`src/hw/rtl/pftbp_pkg.sv`:
```
// ----------------------------------------------------------------------------
// pftbp_pkg
// Shared types, constants and helpers of the per-flow token bucket policer.
// ----------------------------------------------------------------------------
package pftbp_pkg;

    // Defaults of the top-level parameters
    localparam int unsigned NUM_FLOWS_DEF  = 256;
    localparam int unsigned TOKEN_BITS_DEF = 16;
    localparam int unsigned TIME_BITS_DEF  = 32;

    // Fixed field widths
    localparam int unsigned FLOW_ID_W  = 8;
    localparam int unsigned NOW_W      = 32;
    localparam int unsigned CFG_W      = 16;
    localparam int unsigned CFG_ADDR_W = 2;
    localparam int unsigned LEFT_W     = 16;

    // Stream payload widths (whole bytes)
    localparam int unsigned S_TDATA_W = 40;
    localparam int unsigned M_TDATA_W = 24;

    // Configuration register indexes
    typedef enum logic [CFG_ADDR_W-1:0] {
        CFG_CAP_FREE    = 2'd0,
        CFG_REFILL_FREE = 2'd1,
        CFG_CAP_PREM    = 2'd2,
        CFG_REFILL_PREM = 2'd3
    } t_cfg_reg;

    // Reset values of the configuration registers
    localparam logic [CFG_W-1:0] CAP_FREE_RST    = 16'd5;
    localparam logic [CFG_W-1:0] REFILL_FREE_RST = 16'd1;
    localparam logic [CFG_W-1:0] CAP_PREM_RST    = 16'd10;
    localparam logic [CFG_W-1:0] REFILL_PREM_RST = 16'd5;

    // Bucket settings of one tier
    typedef struct packed {
        logic [CFG_W-1:0] capacity;
        logic [CFG_W-1:0] refill;
    } t_tier_cfg;

    // Flow id folded into the table range: restoring reduction, one
    // conditional subtract per id bit
    function automatic logic [15:0] flow_index(input logic [FLOW_ID_W-1:0] id,
                                               input int unsigned num);
        int unsigned v;
        int unsigned step;
        v = 32'(id);
        for (int k = FLOW_ID_W - 1; k >= 0; k--) begin
            step = num << k;
            if (v >= step) begin
                v = v - step;
            end
        end
        return v[15:0];
    endfunction

endpackage

```
`src/hw/rtl/pftbp_bucket.sv`:
```
// ----------------------------------------------------------------------------
// pftbp_bucket
// Refill, saturation and token take for one request.
// ----------------------------------------------------------------------------
module pftbp_bucket
    import pftbp_pkg::*;
#(
    parameter int unsigned TOKEN_BITS = TOKEN_BITS_DEF,
    parameter int unsigned TIME_BITS  = TIME_BITS_DEF
) (
    input  t_tier_cfg             i_cfg,
    input  logic                  i_valid,
    input  logic [TOKEN_BITS-1:0] i_tokens,
    input  logic [TIME_BITS-1:0]  i_last,
    input  logic [TIME_BITS-1:0]  i_now,
    output logic                  o_allowed,
    output logic [TOKEN_BITS-1:0] o_tokens
);

    localparam logic [32:0] TOKEN_MAX = (33'd1 << TOKEN_BITS) - 33'd1;

    logic [32:0]           cap_w;
    logic [TOKEN_BITS-1:0] tokens_in;
    logic [TIME_BITS-1:0]  last_in;
    logic [TIME_BITS-1:0]  elapsed;
    logic [63:0]           elapsed_w;
    logic                  elapsed_big;
    logic [47:0]           prod;
    logic [48:0]           add;
    logic [49:0]           sum;
    logic [32:0]           sat;
    logic [32:0]           left;

    // Capacity clamped to the token range
    always_comb begin
        if (33'(i_cfg.capacity) > TOKEN_MAX) begin
            cap_w = TOKEN_MAX;
        end else begin
            cap_w = 33'(i_cfg.capacity);
        end
    end

    // New flow starts full with no elapsed time
    assign tokens_in = i_valid ? i_tokens : cap_w[TOKEN_BITS-1:0];
    assign last_in   = i_valid ? i_last : i_now;

    // Elapsed seconds, zero when time went backwards
    assign elapsed     = (i_now > last_in) ? (i_now - last_in) : '0;
    assign elapsed_w   = 64'(elapsed);
    assign elapsed_big = |elapsed_w[63:32];
    assign prod        = 48'(elapsed_w[31:0]) * 48'(i_cfg.refill);

    // Refill amount
    always_comb begin
        if (i_cfg.refill == '0) begin
            add = '0;
        end else if (elapsed_big) begin
            add = 49'(cap_w);
        end else begin
            add = 49'(prod);
        end
    end

    // Saturate at capacity, then take one token if any
    assign sum       = 50'(tokens_in) + 50'(add);
    assign sat       = (sum > 50'(cap_w)) ? cap_w : sum[32:0];
    assign o_allowed = (sat != '0);
    assign left      = o_allowed ? (sat - 33'd1) : '0;
    assign o_tokens  = left[TOKEN_BITS-1:0];

endmodule

```
`config.mk`:
```
export PLATFORM = sky130hd
export DESIGN_NAME = pftbp_bucket
export DESIGN_NICKNAME = d
export VERILOG_FILES = /design/src/hw/rtl/pftbp_pkg.sv /design/src/hw/rtl/pftbp_bucket.sv
export SDC_FILE = /design/constraint.sdc
export NUM_CORES = 1
export LEC_CHECK = 0
export BUFFER_PORTS_ARGS = -buffer_cell sky130_fd_sc_hd__buf_2
export CAP_MARGIN = 25
export CELL_PAD_IN_SITES_DETAIL_PLACEMENT = 0
export CELL_PAD_IN_SITES_GLOBAL_PLACEMENT = 1
export CORE_AREA = 2 2 194 243
export DETAILED_ROUTE_END_ITERATION = 10
export DIE_AREA = 0 0 196 245
export GPL_TIMING_DRIVEN = 0
export PLACE_DENSITY = 0.86
export SYNTH_ARGS = -nofsm -noshare
export SYNTH_HDL_FRONTEND = slang
export SYNTH_SLANG_ARGS = --single-unit
```
`constraint.sdc`:
```
create_clock -name vclk -period 24.2
set_clock_uncertainty 0.15 [all_clocks]
set_input_delay 2.42 -clock vclk [all_inputs]
set_output_delay 2.42 -clock vclk [all_outputs]
set_load 0.01 [all_outputs]
```
==> metrics.md, run 1 <==
| Metric | Value |
|---|---|
| CP Launch Type | primary input |
| Synth Area in XOR/XNOR | 3.490% |
| Unique cell type count in the Yosys netlist | 107 |
| Worst path depth | 61 |
| Initial Utilization | 48.37% |
| Delay-heaviest family, CP | simple AND/OR/NAND/NOR gates |
| Simple-gate share of the synthesized area | 22.51% |
| Slew @ Worst Pin | 1094 ps |
| ANT cells | 0 |
| Synth Area in Adders | 48.40% |
| Unrepaired setup endpoints after global routing | false |
| Slew Limit Fails | 0 |
| Port Buffers | 120 |
| Nets@finish | 3619 |
| Hold crit path type | in -> out |
| CLK BUF | 0 |
| Ports | 130 |
| Final Setup Violations | 0 |
| CP dominant cell by count | fa_1 |
| Overall die height | 245 um |
| Final TNS setup | 0 ps |
| Hold depth | 5 |
| Via density per instance | 5.759 |
| Part of the cycle the worst path needs | 93.67% |
| Status | completed |
| Initial antenna violation count | 1 |
| Top cell type by total area after synthesis | fa_1 |
| Synth warnings | 0 |
| Largest family of logic cells by synthesized area | adder cells |
| Mapped Cells | 2773 |
| Final hold viol count | 0 |
| DP HPWL | 62.28 mm |
| Row cnt | 88 |
| CP bufs+invs | 12 |
| Die W | 196 um |
| Avg WL per Cell | 20.67 um |
| GRT Overall Usage | 30.42% |
| Arr. time, crit path | 20100 ps |
| Post-synthesis compound-gate area fraction | 11.47% |
| Fmax | 44.11 MHz |
| Mapped Area | 22150 um^2 |
| Slew Limit Headroom | 27.05% |
| Most frequent cell after synthesis | inv_1 |
| Setup Buffers After CTS | 0 |
| Global-route wire length before repair | 112.5 mm |
| Layout cells sized above 1 | 7.002% |
| CP Max Fanout | 10 |
| Vias | 20070 |
| Iteration-0 DRC Markers | 1181 |
| Die area | 48020 um^2 |
| # Max-Cap Violations | 0 |
| Syn nets | 3491 |
| Post-CTS sizing | 0 |
| Sequential standard cell area | 0 um^2 |
| Core Region | 45800 um^2 |
| Synth cell count leaders | inv_1 (518), nand2_1 (443), fa_1 (420) |
| Number of global-route vias before repair | 20750 |
| Setup Crit Path Kind | in -> out |
| Multiplexer area fraction after synthesis | 2.638% |
| Drt pass-1 iters | 7 |
| Total Wirelength | 72.00 mm |
| Syn-to-layout area delta | 6.308% |
| Filler cells | 4467 |
| Hold buffers post-CTS | 0 |
| Largest net degree at the start of global routing | 11 |
| Routability cong. | 0.9866 |
| Critical Path RT | 21630 ps |
| Post-detailed-route count of antenna-violating nets | 0 |
| Worst Setup End Kind | output port |
| Slowest CP cell | clkbuf_1 |
| GR Overflow Total | 0 |
| Min Tclk post-route | 22670 ps |
| Area contributors post-synth | fa_1 (38%), ha_1 (10%), inv_1 (8.8%) |
| FFs & Latches | 0 |
| Synth top area share | 37.95% |
| Sequential area share after synthesis | 0% |
| Synthesized area per cell | 7.989 um^2 |
| CP peak stage delay | 860 ps |
| # DRC | 0 |
[cells by family (layout without fill, tap and decap cells)]
family	Yosys count	after routing
mux	58	58
simple gates	1000	1000
xor+xnor	84	84
fa+ha+maj	605	605
compound gates	375	375
buf+inv	651	777
[per-stage QoR]
| step | cell area [um^2] | utilization [%] | std cells | hold WS (ps) | worst slack (ps) |
|---|---|---|---|---|---|
| 2_1_floorplan | 22150 | - | 2773 | 4860 | 5774 |
| 3_3_place_gp | 23490 | 51.28 | 3478 | 5101 | 1762 |
| 3_5_place_dp | 23540 | 51.38 | 3483 | 5107 | 1859 |
| 4_1_cts | 23540 | 51.38 | 3483 | 5110 | 1803 |
| 5_1_grt | 23550 | 51.42 | 3484 | 5142 | 605.8 |
| 6_report | 23550 | 51.42 | 3484 | 5106 | 1532 |
[final cells by class]
cell class,count,area (um^2),area share [%]
buffer,132,598.1,2.539
inverter,519,1948,8.272
multi-input combinational,2122,19610,83.25
tap,585,732.0,3.108
timing repair buffer,126,665.6,2.826
[layer usage]
metal / track usage, % / wire length [um]
met5: 0 / 0
met4: 18.63 / 5401
met3: 2.899 / 4218
met2: 53.97 / 35700
met1: 35.54 / 26680
[cell usage in the layout, fill, tap and decap left out, types with 9 or more instances in the layout]
cell type / instances
o21ai_0: 73
nand2b_1: 17
clkbuf_1: 112
o211ai_1: 14
and2_1: 188
nor4_1: 15
o21a_1: 18
a21oi_1: 92
fa_1: 420
nor2_1: 108
nand2_1: 443
buf_2: 125
nand4_1: 36
and3_1: 32
nor3_1: 32
ha_1: 185
a211oi_1: 14
o21bai_1: 12
nand3_1: 34
o31ai_1: 9
nor2b_1: 23
xnor2_1: 48
a31oi_1: 11
or3_1: 16
xor2_1: 34
inv_1: 518
a21o_1: 46
mux2i_1: 55
[worst min-delay path: stages]
cell and delay (ps):
buf_2 100, xnor2_1 70, nand2_1 60, mux2i_1 50
buf_2 130
[final timing paths]
check	from	endpoint	slack, ps
max	i_valid	o_tokens[1]	1530
min	i_cfg[26]	o_tokens[10]	5110
Power of run 1 is left out: the tool's default activity adds up to more than one toggle a clock period on the data nets, which glitch-free logic cannot reach.
==> inputs of run 2 (changes only) <==
--- a/config.mk
+++ b/config.mk
@@ -9,9 +9,9 @@
 export CAP_MARGIN = 25
 export CELL_PAD_IN_SITES_DETAIL_PLACEMENT = 0
 export CELL_PAD_IN_SITES_GLOBAL_PLACEMENT = 1
-export CORE_AREA = 2 2 194 243
+export CORE_AREA = 2 2 183 257
 export DETAILED_ROUTE_END_ITERATION = 10
-export DIE_AREA = 0 0 196 245
+export DIE_AREA = 0 0 185 259
 export GPL_TIMING_DRIVEN = 0
 export PLACE_DENSITY = 0.86
 export SYNTH_ARGS = -nofsm -noshare
==> metrics.md, run 2 (synthesis results as in run 1) <==
| Metric | Value |
|---|---|
| Placed inst area | 23540 um^2 |
| GRT Overall Usage | 31.82% |
| Global-route wire length before repair | 116.1 mm |
| Post-detailed-route count of antenna-violating nets | 0 |
| Arr. time, crit path | 19860 ps |
| Slowest CP cell | clkbuf_1 |
| # Max-Cap Violations | 0 |
| Worst Setup SP | i_valid |
| Final worst slack | 1772 ps |
| Syn-to-layout area delta | 6.342% |
| Hold buffers post-CTS | 0 |
| CP peak stage delay | 620 ps |
| Hold crit path type | in -> out |
| Avg WL per Cell | 21.36 um |
| Row cnt | 93 |
| Drt pass-1 iters | 5 |
| Ports | 130 |
| Largest net degree at the start of global routing | 11 |
| Setup Crit Path Kind | in -> out |
| Critical Path RT | 21630 ps |
| Slew Limit Fails | 0 |
| Nets@finish | 3616 |
| Worst Setup End Kind | output port |
| Status | completed |
| Hold path startpoint | i_cfg[19] |
| Layout cells sized above 1 | 6.941% |
| Iteration-0 DRC Markers | 1252 |
| Final TNS setup | 0 ps |
| Total Wirelength | 75.08 mm |
| Post-route cell area | 23560 um^2 |
| Min Tclk post-route | 22430 ps |
| Overall die height | 259 um |
| Number of global-route vias before repair | 20850 |
| CP dominant cell by count | fa_1 |
| Final Setup Violations | 0 |
| Sequential standard cell area | 0 um^2 |
| Slew Limit Headroom | 22.16% |
| Slew @ Worst Pin | 1159 ps |
| Vias | 19960 |
| Final hold viol count | 0 |
| Die area | 47920 um^2 |
| # DRC | 0 |
| Filler cells | 4535 |
| Multi-input gate area in the final layout | 19610 um^2 |
| Routability cong. | 0.9832 |
| Most common cell after layout, fill and taps aside | inv_1 |
| GR Overflow Total | 0 |
| Initial antenna violation count | 2 |
| Post-CTS sizing | 0 |
| Via density per instance | 5.680 |
| Setup Buffers After CTS | 0 |
| Place WS | 1675 ps |
| DP HPWL | 64.01 mm |
| Initial Utilization | 48.57% |
| Port Buffers | 120 |
| Fmax | 44.59 MHz |
| CP Launch Type | primary input |
| CLK BUF | 0 |
| FFs & Latches | 0 |
| Core Region | 45610 um^2 |
| Most frequent cells in the layout | inv_1 (518), nand2_1 (443), fa_1 (420) |
| CP Max Fanout | 10 |
| Die W | 185 um |
| Part of the cycle the worst path needs | 92.68% |
| Unrepaired setup endpoints after global routing | false |
[run 2: cell count changes in the layout (fill, tap and decap cells not counted), sizes merged]
| cell | change |
|---|---|
| diode | +1 |
| buf | -3 |
[run 2: worst paths after layout]
path	end	slack [ps]	cells past startpoint
max	o_tokens[1]	1770	67
min	o_tokens[3]	5150	6
[run 2: metrics by stage]
stage / hold WS, ps / util [%] / instances
after global routing: 5194 / 51.64 / 3513
after global placement: 5138 / 51.58 / 3510
after CTS: 5153 / 51.61 / 3512
after detailed placement: 5151 / 51.61 / 3512
after floorplan: 4860 / - / 2773
final: 5148 / 51.65 / 3514
[run 2: worst max-delay path: cells and delay by family]
kind            cells  cell delay, ps
simple gates       25            5250
buf+inv            13            3130
xor+xnor            2             550
compound gates     14            3160
mux                 1             210
fa+ha+maj          12            5090
[run 2: final cells by class]
cell class / instances / area share [%]
Multi-Input combinational cell: 2122 / 83.25
Inverter: 519 / 8.269
Tap cell: 617 / 3.277
Timing Repair Buffer: 123 / 2.655
Buffer: 132 / 2.539
Antenna cell: 1 / 0.01062
[run 2: metal layers]
metal	track usage, %	vias to the layer above	wire (um)
met1	37.59	9872	27800
met4	20.55	0	6024
met3	2.932	230	4265
met5	0	-	0
met2	55.19	822	36990
li1	-	9035	-
